--- src/rtl/core/tlnef_pkg.sv ---
`timescale 1ns / 1ps
package tlnef_pkg;

  localparam int unsigned MODE_W = 6;

  // Bit positions in mode_flags.
  localparam int unsigned MODE_NUM_NONBLANK = 0;
  localparam int unsigned MODE_NUM_ALL      = 1;
  localparam int unsigned MODE_SHOW_ENDS    = 2;
  localparam int unsigned MODE_NONPRINT     = 3;
  localparam int unsigned MODE_TABS         = 4;
  localparam int unsigned MODE_SQUEEZE      = 5;

  // Register indexes.
  localparam logic REG_MODE_FLAGS = 1'b0;

  localparam logic [7:0] CH_TAB    = 8'h09;
  localparam logic [7:0] CH_LF     = 8'h0A;
  localparam logic [7:0] CH_SPACE  = 8'h20;
  localparam logic [7:0] CH_DOLLAR = 8'h24;
  localparam logic [7:0] CH_ZERO   = 8'h30;
  localparam logic [7:0] CH_QUEST  = 8'h3F;
  localparam logic [7:0] CH_AT     = 8'h40;
  localparam logic [7:0] CH_LBRACK = 8'h5B;
  localparam logic [7:0] CH_CARET  = 8'h5E;
  localparam logic [7:0] CH_DEL    = 8'h7F;
  localparam logic [7:0] CH_HIGH   = 8'h80;

  typedef struct packed {
    logic [7:0] in_byte;
    logic       start_of_file;
  } in_item_t;

  typedef struct packed {
    logic [7:0] out_byte;
    logic       last_of_run;
  } out_item_t;

  // Work handed from the front to the back: an optional line number and
  // one to three trailing bytes, tail[0] going out first.
  typedef struct packed {
    logic            has_num;
    logic [1:0]      tail_len;
    logic [2:0][7:0] tail;
  } job_t;

endpackage

--- src/rtl/core/tlnef_front.sv ---
`timescale 1ns / 1ps
module tlnef_front #(
  parameter int LINE_DIGITS = 6
) (
  input  logic                       clk_i,
  input  logic                       rst_ni,
  input  logic [tlnef_pkg::MODE_W-1:0] mode_i,
  input  logic                       in_valid_i,
  output logic                       in_ready_o,
  input  tlnef_pkg::in_item_t        in_i,
  input  logic                       queue_full_i,
  output logic                       push_o,
  output tlnef_pkg::job_t            job_o,
  output logic [4*LINE_DIGITS-1:0]   bcd_o
);
  import tlnef_pkg::*;

  localparam int BCD_W = 4 * LINE_DIGITS;
  localparam logic [BCD_W-1:0] BCD_ONE = BCD_W'(1);

  logic [BCD_W-1:0] count_q, count_d, eff_count, inc_count;
  logic             start_q, start_d, eff_start;
  logic [1:0]       blank_q, blank_d, eff_blank;
  logic             xfer, is_lf, squeezed, do_num, is_ctrl, use_caret;
  logic [7:0]       c;
  job_t             job;

  assign c          = in_i.in_byte;
  assign in_ready_o = !queue_full_i;
  assign xfer       = in_valid_i && in_ready_o;

  assign eff_count = in_i.start_of_file ? BCD_ONE : count_q;
  assign eff_start = in_i.start_of_file ? 1'b1 : start_q;
  assign eff_blank = in_i.start_of_file ? 2'd0 : blank_q;

  // A digit steps when all digits below it are nine; all nines holds.
  always_comb begin
    logic low_nines;
    low_nines = 1'b1;
    inc_count = eff_count;
    for (int i = 0; i < LINE_DIGITS; i++) begin
      if (low_nines) begin
        inc_count[4*i +: 4] = (eff_count[4*i +: 4] == 4'd9) ? 4'd0
                                                            : eff_count[4*i +: 4] + 4'd1;
      end
      low_nines = low_nines && (eff_count[4*i +: 4] == 4'd9);
    end
    if (low_nines) begin
      inc_count = eff_count;
    end
  end

  assign is_lf     = (c == CH_LF);
  assign is_ctrl   = (c < CH_SPACE) || (c >= CH_DEL);
  assign use_caret = is_ctrl && (mode_i[MODE_NONPRINT] || ((c == CH_TAB) && mode_i[MODE_TABS]));

  always_comb begin
    squeezed = 1'b0;
    do_num   = 1'b0;
    blank_d  = eff_blank;
    start_d  = eff_start;
    job      = '0;
    if (is_lf) begin
      if (eff_start) begin
        blank_d  = (eff_blank == 2'd2) ? 2'd2 : eff_blank + 2'd1;
        squeezed = mode_i[MODE_SQUEEZE] && (blank_d == 2'd2);
        do_num   = !squeezed && mode_i[MODE_NUM_ALL];
      end
      start_d = 1'b1;
      if (mode_i[MODE_SHOW_ENDS]) begin
        job.tail_len = 2'd2;
        job.tail[0]  = CH_DOLLAR;
        job.tail[1]  = CH_LF;
      end else begin
        job.tail_len = 2'd1;
        job.tail[0]  = CH_LF;
      end
    end else begin
      do_num  = eff_start && (mode_i[MODE_NUM_NONBLANK] || mode_i[MODE_NUM_ALL]);
      blank_d = 2'd0;
      start_d = 1'b0;
      if (!use_caret) begin
        job.tail_len = 2'd1;
        job.tail[0]  = c;
      end else if (c >= CH_HIGH) begin
        job.tail_len = 2'd3;
        job.tail[0]  = CH_CARET;
        job.tail[1]  = CH_LBRACK;
        job.tail[2]  = c - CH_HIGH;
      end else if (c == CH_DEL) begin
        job.tail_len = 2'd2;
        job.tail[0]  = CH_CARET;
        job.tail[1]  = CH_QUEST;
      end else begin
        job.tail_len = 2'd2;
        job.tail[0]  = CH_CARET;
        job.tail[1]  = c + CH_AT;
      end
    end
    job.has_num = do_num;
    count_d     = do_num ? inc_count : eff_count;
  end

  always_ff @(posedge clk_i or negedge rst_ni) begin
    if (!rst_ni) begin
      count_q <= BCD_ONE;
      start_q <= 1'b1;
      blank_q <= 2'd0;
    end else if (xfer) begin
      count_q <= count_d;
      start_q <= start_d;
      blank_q <= blank_d;
    end
  end

  // A squeezed blank line is taken but leaves nothing to emit.
  assign push_o = xfer && !squeezed;
  assign job_o  = job;
  assign bcd_o  = eff_count;

endmodule

--- src/rtl/core/tlnef_fifo.sv ---
`timescale 1ns / 1ps
module tlnef_fifo #(
  parameter int WIDTH = 8,
  parameter int DEPTH = 2
) (
  input  logic             clk_i,
  input  logic             rst_ni,
  input  logic             push_i,
  input  logic [WIDTH-1:0] wdata_i,
  output logic             full_o,
  input  logic             pop_i,
  output logic             valid_o,
  output logic [WIDTH-1:0] rdata_o
);

  localparam int PTR_W = (DEPTH > 1) ? $clog2(DEPTH) : 1;
  localparam int CNT_W = $clog2(DEPTH + 1);

  logic [WIDTH-1:0] mem_q [DEPTH];
  logic [PTR_W-1:0] wr_ptr_q, rd_ptr_q;
  logic [CNT_W-1:0] count_q;
  logic             do_push, do_pop;

  assign full_o  = (count_q == CNT_W'(DEPTH));
  assign valid_o = (count_q != '0);
  assign rdata_o = mem_q[rd_ptr_q];
  assign do_push = push_i && !full_o;
  assign do_pop  = pop_i && valid_o;

  always_ff @(posedge clk_i) begin
    if (do_push) begin
      mem_q[wr_ptr_q] <= wdata_i;
    end
  end

  always_ff @(posedge clk_i or negedge rst_ni) begin
    if (!rst_ni) begin
      wr_ptr_q <= '0;
      rd_ptr_q <= '0;
      count_q  <= '0;
    end else begin
      if (do_push) begin
        wr_ptr_q <= (wr_ptr_q == PTR_W'(DEPTH - 1)) ? '0 : wr_ptr_q + 1'b1;
      end
      if (do_pop) begin
        rd_ptr_q <= (rd_ptr_q == PTR_W'(DEPTH - 1)) ? '0 : rd_ptr_q + 1'b1;
      end
      if (do_push && !do_pop) begin
        count_q <= count_q + 1'b1;
      end else if (do_pop && !do_push) begin
        count_q <= count_q - 1'b1;
      end
    end
  end

endmodule

--- src/rtl/core/tlnef_back.sv ---
`timescale 1ns / 1ps
module tlnef_back #(
  parameter int LINE_DIGITS = 6
) (
  input  logic                     clk_i,
  input  logic                     rst_ni,
  input  logic                     job_valid_i,
  input  tlnef_pkg::job_t          job_i,
  input  logic [4*LINE_DIGITS-1:0] bcd_i,
  output logic                     pop_o,
  output logic                     out_valid_o,
  input  logic                     out_ready_i,
  output tlnef_pkg::out_item_t     out_o
);
  import tlnef_pkg::*;

  localparam int BCD_W = 4 * LINE_DIGITS;
  localparam int NL_W  = $clog2(LINE_DIGITS + 2);

  logic             cur_valid_q;
  logic [NL_W-1:0]  num_left_q;
  logic [BCD_W-1:0] bcd_q;
  logic             seen_q;
  logic [2:0][7:0]  tail_q;
  logic [1:0]       tail_left_q;
  logic             out_valid_q;
  out_item_t        out_q;

  logic       out_free, step, last, pop;
  logic [3:0] digit;
  logic [7:0] cur_byte;

  assign out_free = !out_valid_q || out_ready_i;
  assign step     = cur_valid_q && out_free;
  assign digit    = bcd_q[BCD_W-1 -: 4];
  assign last     = (num_left_q == '0) && (tail_left_q == 2'd1);
  assign pop      = job_valid_i && (!cur_valid_q || (step && last));

  // Number digits go out from the top; zeros above the first nonzero digit
  // print as spaces, except the units digit.
  always_comb begin
    if (num_left_q > NL_W'(1)) begin
      if ((digit == 4'd0) && !seen_q && (num_left_q != NL_W'(2))) begin
        cur_byte = CH_SPACE;
      end else begin
        cur_byte = CH_ZERO + {4'd0, digit};
      end
    end else if (num_left_q == NL_W'(1)) begin
      cur_byte = CH_TAB;
    end else begin
      cur_byte = tail_q[0];
    end
  end

  always_ff @(posedge clk_i or negedge rst_ni) begin
    if (!rst_ni) begin
      cur_valid_q <= 1'b0;
      num_left_q  <= '0;
      tail_left_q <= '0;
      out_valid_q <= 1'b0;
    end else begin
      if (step) begin
        out_valid_q <= 1'b1;
      end else if (out_ready_i) begin
        out_valid_q <= 1'b0;
      end
      if (pop) begin
        cur_valid_q <= 1'b1;
        num_left_q  <= job_i.has_num ? NL_W'(LINE_DIGITS + 1) : '0;
        tail_left_q <= job_i.tail_len;
      end else if (step) begin
        if (last) begin
          cur_valid_q <= 1'b0;
        end
        if (num_left_q != '0) begin
          num_left_q <= num_left_q - 1'b1;
        end else begin
          tail_left_q <= tail_left_q - 2'd1;
        end
      end
    end
  end

  always_ff @(posedge clk_i) begin
    if (step) begin
      out_q.out_byte    <= cur_byte;
      out_q.last_of_run <= last;
    end
    if (pop) begin
      bcd_q  <= bcd_i;
      seen_q <= 1'b0;
      tail_q <= job_i.tail;
    end else if (step) begin
      if (num_left_q > NL_W'(1)) begin
        bcd_q  <= bcd_q << 4;
        seen_q <= seen_q || (digit != 4'd0);
      end else if (num_left_q == '0) begin
        tail_q <= {8'h00, tail_q[2:1]};
      end
    end
  end

  assign pop_o       = pop;
  assign out_valid_o = out_valid_q;
  assign out_o       = out_q;

endmodule

--- src/rtl/core/text_line_number_escape_filter_top.sv ---
`timescale 1ns / 1ps
// Channel   Direction  Handshake             Payload
// in        input      in_valid_i/in_ready_o   in_i (in_byte, start_of_file)
// out       output     out_valid_o/out_ready_i out_o (out_byte, last_of_run)
// cfg       input      APB psel/penable/pwrite mode_flags at byte address 0
//
// The emitter sends the bytes of an item one at a time and stalls while the
// output is held; a plain byte yields one, any item up to LINE_DIGITS + 4.
// With the queue and emitter idle, an input byte passes through the queue,
// the job register and the output register before its first byte is valid.
// Reset clears the line count to one, line start to one and the blank run.
// The front stalls input only when the two-entry job queue is full.
module text_line_number_escape_filter_top #(
  parameter int LINE_DIGITS = 6
) (
  input  logic                 clk_i,
  input  logic                 rst_ni,
  input  logic                 in_valid_i,
  output logic                 in_ready_o,
  input  tlnef_pkg::in_item_t  in_i,
  output logic                 out_valid_o,
  input  logic                 out_ready_i,
  output tlnef_pkg::out_item_t out_o,
  input  logic                 psel,
  input  logic                 penable,
  input  logic                 pwrite,
  input  logic [2:0]           paddr,
  input  logic [31:0]          pwdata,
  output logic [31:0]          prdata,
  output logic                 pready
);
  import tlnef_pkg::*;

  localparam int BCD_W   = 4 * LINE_DIGITS;
  localparam int JOB_W   = $bits(job_t);
  localparam int ENTRY_W = JOB_W + BCD_W;

  logic [MODE_W-1:0]  mode_q;
  logic               push, full, pop, job_valid;
  job_t               front_job, back_job;
  logic [BCD_W-1:0]   front_bcd, back_bcd;
  logic [ENTRY_W-1:0] queue_rdata;

  assign pready = 1'b1;
  assign prdata = (paddr[2] == REG_MODE_FLAGS) ? 32'(mode_q) : 32'd0;

  always_ff @(posedge clk_i or negedge rst_ni) begin
    if (!rst_ni) begin
      mode_q <= '0;
    end else if (psel && penable && pwrite && pready && (paddr[2] == REG_MODE_FLAGS)) begin
      mode_q <= pwdata[MODE_W-1:0];
    end
  end

  tlnef_front #(
    .LINE_DIGITS (LINE_DIGITS)
  ) u_front (
    .clk_i        (clk_i),
    .rst_ni       (rst_ni),
    .mode_i       (mode_q),
    .in_valid_i   (in_valid_i),
    .in_ready_o   (in_ready_o),
    .in_i         (in_i),
    .queue_full_i (full),
    .push_o       (push),
    .job_o        (front_job),
    .bcd_o        (front_bcd)
  );

  tlnef_fifo #(
    .WIDTH (ENTRY_W),
    .DEPTH (2)
  ) u_queue (
    .clk_i   (clk_i),
    .rst_ni  (rst_ni),
    .push_i  (push),
    .wdata_i ({front_bcd, front_job}),
    .full_o  (full),
    .pop_i   (pop),
    .valid_o (job_valid),
    .rdata_o (queue_rdata)
  );

  assign back_job = queue_rdata[JOB_W-1:0];
  assign back_bcd = queue_rdata[ENTRY_W-1:JOB_W];

  tlnef_back #(
    .LINE_DIGITS (LINE_DIGITS)
  ) u_back (
    .clk_i       (clk_i),
    .rst_ni      (rst_ni),
    .job_valid_i (job_valid),
    .job_i       (back_job),
    .bcd_i       (back_bcd),
    .pop_o       (pop),
    .out_valid_o (out_valid_o),
    .out_ready_i (out_ready_i),
    .out_o       (out_o)
  );

`ifndef SYNTHESIS
  // A job enters the queue only with an input transfer.
  a_push_needs_xfer: assert property (@(posedge clk_i) disable iff (!rst_ni)
    push |-> (in_valid_i && in_ready_o))
    else $error("job pushed without input transfer");

  // Only a newline can be squeezed away; every other byte yields a job.
  a_non_lf_pushes: assert property (@(posedge clk_i) disable iff (!rst_ni)
    (in_valid_i && in_ready_o && (in_i.in_byte != CH_LF)) |-> push)
    else $error("non-newline byte produced no job");

  a_no_push_when_full: assert property (@(posedge clk_i) disable iff (!rst_ni)
    !(push && full))
    else $error("job pushed into full queue");
`endif

endmodule

--- config.mk ---
export PLATFORM = sky130hd
export DESIGN_NAME = text_line_number_escape_filter_top
export DESIGN_NICKNAME = d
export VERILOG_FILES = /design/src/rtl/core/tlnef_pkg.sv /design/src/rtl/core/tlnef_front.sv /design/src/rtl/core/tlnef_fifo.sv /design/src/rtl/core/tlnef_back.sv /design/src/rtl/core/text_line_number_escape_filter_top.sv
export SDC_FILE = /design/constraint.sdc
export NUM_CORES = 1
export LEC_CHECK = 0
export ABC_CLOCK_PERIOD_IN_PS = 4570
export BUFFER_PORTS_ARGS = -buffer_cell sky130_fd_sc_hd__buf_2
export CAP_MARGIN = 15
export CORE_ASPECT_RATIO = 0.7
export CORE_MARGIN = 5
export CORE_UTILIZATION = 55
export DETAILED_ROUTE_END_ITERATION = 10
export PLACE_DENSITY = 0.75
export SYNTH_ARGS = -nofsm -noshare
export SYNTH_HDL_FRONTEND = slang
export SYNTH_HIERARCHICAL = 1
export SYNTH_SLANG_ARGS = --single-unit
--- constraint.sdc ---
create_clock -name clk_i -period 4.57 [get_ports clk_i]
set_input_delay 0.2285 -clock clk_i [delete_from_list [all_inputs] [get_ports clk_i]]
set_output_delay 0.2285 -clock clk_i [all_outputs]
set_load 0.05 [all_outputs]
Word-level counts from Yosys, hierarchy flattened
Memory sizes are Yosys's and may differ from the RTL's. Cells that the tools add are included.

Memories: 1. Output and inout port bits: 44. Logic and storage cells: 180. Input port bits: 51. Memory bits (writable): 102. Flip-flop bits (word level): 102.

Memories: u_queue.mem_q (depth 2, bits a word 51, rd ports 1, clocked after Yosys merged registers in 0, wr ports 1, line tlnef_fifo.sv:19) `logic [WIDTH-1:0] mem_q [DEPTH];`.

Muxes and demuxes: 66. Reduce and logical (&&, ||, !) cells: 57. Magnitude comparators: 4. Add/subtract/negate cells: 16. Eq/ne operators: 17. Bitwise logic cells: 1.

Operator list (count): 2-to-1 mux 24 bit (10); 2-to-1 mux 16 bit (4); 2-to-1 mux 4 bit (12); 2-to-1 mux 8 bit (6); logical AND 1 bit (25); adder 4 x 1 -> 4 bit, second input constant (6); equality test 4 bit, second input constant (6); 2-to-1 mux 2 bit (12); equality test 8 x 4 -> 1 bit, second input constant (2); 2-to-1 mux 1 bit (16); nonzero test 2 bit (8); 2-to-1 mux 3 bit (4); 2-to-1 mux 6 bit (2); AND reduction 2 bit (5); adder 8 x 7 -> 8 bit, second input constant (1); equality test 8 x 7 -> 1 bit, second input constant (1); >= comparator 8 x 7 -> 1 bit, second input constant (1); >= comparator 8 bit, second input constant (1); zero test 1 bit (8); < comparator 8 x 6 -> 1 bit, second input constant (1); subtractor 8 bit, second input constant (1); adder 6 x 4 -> 7 bit, first input constant (1); equality test 2 bit, second input constant (3); logical OR 1 bit (6); 15 further kinds (19).

Longest topological paths before layout
Word-level depth: 14. Gate-level depth with buffers: 14. Mapped depth without buffers: 12.

Cells and area by module
Netlist, hierarchy kept.

By module, submodules not included: tlnef_fifo (instances 1, seq. area each 3163.0 sq um, cells each 178, area each 4130.2 sq um); tlnef_back (instances 1, seq. area each 1906.8 sq um, cells each 180, area each 3044.2 sq um); tlnef_front (instances 1, seq. area each 678.2 sq um, cells each 292, area each 2327.2 sq um); text_line_number_escape_filter_top (instances 1, seq. area each 150.1 sq um, cells each 48, area each 504.2 sq um).

Worst setup path before layout
No wires, ideal clock.

Kind: reg-to-reg. Start point: reg u_queue.count_q[0]. End point: mem u_queue/mem_q[0][0] (netlist bit), enable pin. Data required time: 4.110 ns. Cell stages (with the launch flop): 10. Setup time: 0.460 ns. Path buffers: 2. Slack: 0.264 ns. Period minus slack after synthesis: 4.306 ns. Data arrival time: 3.846 ns. Cells stage by stage: dfrtp_1 -> nand2b_1 -> inv_1 -> inv_1 -> nand2_1 -> clkbuf_1 -> clkbuf_1 -> nor2_1 -> nand2_1 -> nor2_1.

Longest elaborated chain between the ends: 7.

Ends and longest elaborated chain: start: declaration (line tlnef_fifo.sv:21) `logic [CNT_W-1:0] count_q;`; start signal: assignment (line tlnef_fifo.sv:49) `count_q <= count_q + 1'b1;`; start signal: assignment (line tlnef_fifo.sv:51) `count_q <= count_q - 1'b1;`; equality test 2 bit (line tlnef_fifo.sv:24) `assign full_o = (count_q == CNT_W'(DEPTH));`; via full (line text_line_number_escape_filter_top.sv:39) `logic push, full, pop, job_valid;`; zero test 1 bit (line tlnef_front.sv:29) `assign in_ready_o = !queue_full_i;`; via in_ready_o (line text_line_number_escape_filter_top.sv:19) `output logic in_ready_o,`; logical AND 1 bit (line tlnef_front.sv:30) `assign xfer = in_valid_i && in_ready_o;`; logical AND 1 bit (line tlnef_front.sv:117) `assign push_o = xfer && !squeezed;`; via push (line text_line_number_escape_filter_top.sv:39); logical AND 1 bit (line tlnef_fifo.sv:27) `assign do_push = push_i && !full_o;`; 2-to-1 mux 1 bit (line tlnef_fifo.sv:31) `if (do_push) begin`; 2-to-1 mux 1 bit (implied by the code) (line tlnef_fifo.sv:32) `mem_q[wr_ptr_q] <= wdata_i;`; end: declaration (line tlnef_fifo.sv:19).

The timed path passes the listed nets, and every way through them passes these cells.

Final worst setup path
Start point: reg u_back.num_left_q[1]. End point: reg u_back.bcd_q[17], enable pin.

Longest elaborated chain between the ends: 7. Elaborated cells on any way between the ends: 9. Classes of those cells: order compare: 1; reduce/logical: 8.

Ends and longest elaborated chain: start: declaration (line tlnef_back.sv:21) `logic [NL_W-1:0] num_left_q;`; start signal: assignment (line tlnef_back.sv:69) `num_left_q <= job_i.has_num ? NL_W'(LINE_DIGITS + 1) : '0;`; start signal: assignment (line tlnef_back.sv:76) `num_left_q <= num_left_q - 1'b1;`; zero test 3 bit (*) (line tlnef_back.sv:36) `assign last = (num_left_q == '0) && (tail_left_q == 2'd1);`; logical AND 1 bit (*) (line tlnef_back.sv:36); logical AND 1 bit (*) (line tlnef_back.sv:37) `assign pop = job_valid_i && (!cur_valid_q || (step && last));`; logical OR 1 bit (*) (line tlnef_back.sv:37); logical AND 1 bit (*) (line tlnef_back.sv:37); via pop (line text_line_number_escape_filter_top.sv:39); nonzero test 2 bit (no source line); AND reduction 2 bit (no source line) (*); end signal: assignment (line tlnef_back.sv:90) `bcd_q <= bcd_i;`; end signal: assignment (line tlnef_back.sv:95) `bcd_q <= bcd_q << 4;`; end: declaration (line tlnef_back.sv:22) `logic [BCD_W-1:0] bcd_q;`.

Mark *: on every way through the listed nets, which the timed path passes. The rest lies on a longest branch. A chain may end at the register's enable or synchronous reset.

==> impl.org <==
** Drt
- Wire length per cell :: 19.1 um
- The detailed router finished its first iteration with about 570 violations.
- TritonRoute pass-1 iters :: 6
- Once detail routing completed, the nets flagged for antenna violations numbered 0.
- Using the TritonRoute via totals, the vias-per-cell ratio works out to 5.74.
- DRC violations left :: 0
- Detailed Route WL :: 19000 um
- For this block, the via count after detailed routing is 5698.

** Run status
- The flow ran to the end, and the final reports show no timing, DRC or antenna violations.

** Synthesis
- Top FF cell, synth :: edfxtp_1
- By area the synthesized netlist is led by edfxtp_1 (48%), mux2_4 (13%), dfrtp_1 (11%).
- Synth Instances :: about 700
- In this run, distinct cell masters in the synthesized netlist total ~80.
- For this run, asynchronously set or reset flops after synthesis account for 0.216.
- Averaged over all synthesized cells, the footprint is 14.3 sq um.
- Synth cell count leaders :: edfxtp_1 (159), mux2_4 (86), nand2_1 (47)
- The largest total area in the synthesized netlist belongs to edfxtp_1.
- Mapped Area :: 10000 sq um
- Among all cell types in the netlist, the one instantiated most often is edfxtp_1.
- The synthesized design contains 204 register bits.
- The share of the Yosys chip area taken by registers is 0.589.
- Area share of the largest cell type after synthesis :: 0.477
- EDFF count, synth :: 159
- During synthesis, Yosys emitted a total of 6 warnings.

** Floorplanning
- Measured along the y axis, the die boundary spans 123 um.
- In this run the count of I/O pins placed on the die edge is 95.
- For this configuration, the core starts out at a cell density of 0.557.
- The floorplan step set the die width to 171 um.
- Std cell rows :: 41
- Floorplan die area :: 21000 sq um
- In this run the standard cell core region covers ~18000 sq um.

** Clock tree
- The clock net in this run drives a total of approximately 200 sinks.
- After clock tree synthesis, the clock-pin slew on the worst setup and hold paths is 60 ps.
- Latest clock arrival within the worst-skew pair :: around 490 ps
- TritonCTS built the clock tree.
- Max H-tree Level :: 1
- The root buffer cell chosen for the clock tree is clkbuf_16.
- The longest clock path from root to sink contains 3 buffers.
- Total clock buffers created by CTS :: 20

** GRT
- Antenna violations before repair :: 1
- Wire length of the first global-routing pass :: between 30000 and 40000 um
- Entering global routing, the biggest net connects 45 pins.
- After global routing the overflow that remains totals 0.
- The via count of the first global-routing pass came to around 5700.
- Global-route usage over all layers :: 0.186

** STA
- The worst path in the final design needs a cycle of around 3000 ps, including I/O delays and setup.
- Final slew viol count :: 0
- Transition time of the tightest slew-check pin :: 999 ps
- Post-route fraction of the period consumed by the critical path :: 0.652
- The clock arrives with 9.68 ps of skew.
- Number of hold violations in the final report :: 0
- Adding up every negative setup slack in the final design gives 0 ps.
- Based on the critical path, the design can be clocked at up to 0.335 GHz.
- Setup repair after global routing missed its margin :: no
- Headroom to the max-slew limit came out at 0.334.
- Setup violations remaining at the end of the flow were counted as 0.

** Final layout
- The layout has about 1300 filler cells.
- Number of nets at the end of the flow :: 803
- Share of layout cells above drive strength 1 :: 0.280
- Relative to the synthesized area, the layout overhead comes to 8.82%.
- At the end of the flow the core is filled with cells to 0.606.
- 0 antenna diodes ended up in the layout.

** Worst hold path
- The tightest min-delay check is of the in -> reg type.
- The worst hold path terminates at u_queue/mem_q[0][22].
- In this run the most critical hold path is launched from in_i[7].
- Counting instances, the worst hold path has a depth of 2.

** Setup path
- Walking the worst path, the cells encountered are inv_1 > ha_1 > nor2b_4 > a31o_4 > nand2_8 > inv_2 > a21o_1.
- For this design, the slowest cell found on the critical path is a21o_1.
- Max FO, Critical Path :: between 40 and 50
- The endpoint identified for the worst register-to-register timing path is u_back/bcd_q[17].
- Counting cells, the worst reg-to-reg path comes to 7.
- Startpoint of the worst register-to-register path :: u_back/num_left_q[1]
- Critical path capture point type :: flip-flop
- For the worst setup path, the data required time is 4670 ps.
- Category of the critical setup timing path :: reg -> reg
- Crit start category :: flip-flop
- Longest individual stage delay on the worst path :: 760 ps
- Critical path data arrival time :: 3080 ps
- Register-to-register setup slack :: 1590 ps

** Placed design
- GP Congestion :: 0.835
- During placement, the flow inserted port buffers numbering 39.
- Placed wire-length estimate :: 12600 um

** Run
- The tool flagged a number of max-cap violations equal to 0.

** Pwr
- The worst-case IR drop observed on VDD is 359 uV.
- Power density relative to cell area :: 584 nW/um^2
- Leakage power :: 4.35 nW
==> through the flow <==
stage	setup slack, ps	total power [W]	hold WS [ps]	area (sq um)	cells
floorplan	264	0.00451	-67.1	10100	723
global placement	1510	0.00473	450	10200	949
detailed placement	1470	0.00483	459	10200	949
CTS	1560	0.00640	79.4	10900	992
global route	1380	0.00667	92.5	10900	993
finish	1590	0.00635	87.2	10900	993
==> repair_timing <==
item | CTS | global route
buffers inserted | 0 | 0
endpoints found under the hold margin | 14 | 0
hold buffers | 7 | 0
resized for setup | 0 | 0
==> sequential cells by signal, summed over array words and instances, names as in the netlist <==
name and flops:
u_front/start_q 1, u_front/count_q 24, u_queue/wr_ptr_q 1, u_queue/mem_q 102
u_back/cur_valid_q 1, u_back/num_left_q 3, u_back/out_o 9, u_back/bcd_q 24
u_front/blank_q 2, u_queue/count_q 2, u_back/tail_q 24, u_back/tail_left_q 2
u_back/out_valid_o 1, u_queue/rd_ptr_q 1, mode_q 6, u_back/seen_q 1
==> kinds of logic (layout without fill, tap and decap cells) <==
group           count (synthesis)  after routing  synth area share
simple gates                  215            215             0.124
buf+inv                        79            113            0.0576
other cells                     3             28           0.00113
xor+xnor                        7              7           0.00613
compound gates                 80             80            0.0652
fa+ha+maj                       9              9            0.0113
flops                         204            204             0.589
mux                           101            101             0.146
==> critical path, delay by kind of cell, from the launching register on <==
| kind | cells | cell delay (ps) |
|---|---|---|
| AO/OA/AOI/OAI | 2 | 1080 |
| adder cells (fa/ha/maj) | 1 | 180 |
| buffers and inverters | 2 | 330 |
| flip-flops | 1 | 440 |
| AND/OR/NAND/NOR | 2 | 510 |
==> worst max path at each step <==
stage,start,slack (ps),to,depth (start not counted)
after floorplan,u_queue/count_q[0],260,u_queue/mem_q[0][0],9
after global placement,in_i[8],1510,u_queue/mem_q[1][27],9
after detailed placement,in_i[8],1470,u_queue/mem_q[1][27],9
after CTS,u_back/num_left_q[1],1560,u_back/bcd_q[4],7
after global routing,u_back/num_left_q[1],1380,u_back/bcd_q[5],7
final,u_back/num_left_q[1],1590,u_back/bcd_q[17],7
==> area by class of cell <==
cell class              count  area, sq um  area share
clock inverters             5         26.3     0.00241
well taps                 236          295      0.0271
repair buffers             54          350      0.0322
inverters                  23         86.3     0.00793
flip-flops and latches    204         5900       0.542
multi-input cells         440         3640       0.334
clock buffers              31          593      0.0545
==> per-layer routing <==
layer | global-route usage | vias to the layer above | part of all wire
met3 | 0.0303 | 22 | 0.079
li1 | - | 2645 | -
met4 | 0.0351 | 0 | 0.011
met2 | 0.286 | 229 | 0.45
met5 | 0 | - | 0
met1 | 0.284 | 2802 | 0.46
==> report_power, final <==
group / internal, W / total (W) / switching [W]
clock network: 0.000894 / 0.00155 / 0.000656
logic: 0.000867 / 0.00188 / 0.00101
registers: 0.00264 / 0.00293 / 0.000283
total: 0.00441 / 0.00635 / 0.00195
==> layout by cell type (no fill, tap or decap), drive strengths merged, types with 6 or more instances in the layout <==
master / n
nand2b: 8
o31ai: 9
and2: 8
or3: 11
nand3: 14
o21ai: 10
nor2b: 21
ha: 9
mux2: 99
nor3: 9
a21oi: 7
and2b: 7
nor2: 30
nor4: 8
and3: 19
conb: 28
edfxtp: 159
inv: 23
nor3b: 7
a31o: 6
clkbuf: 31
a31oi: 7
buf: 47
dfrtp: 42
nand2: 49
dlygate4sd3: 7
Power figures use the tool's default switching activity.
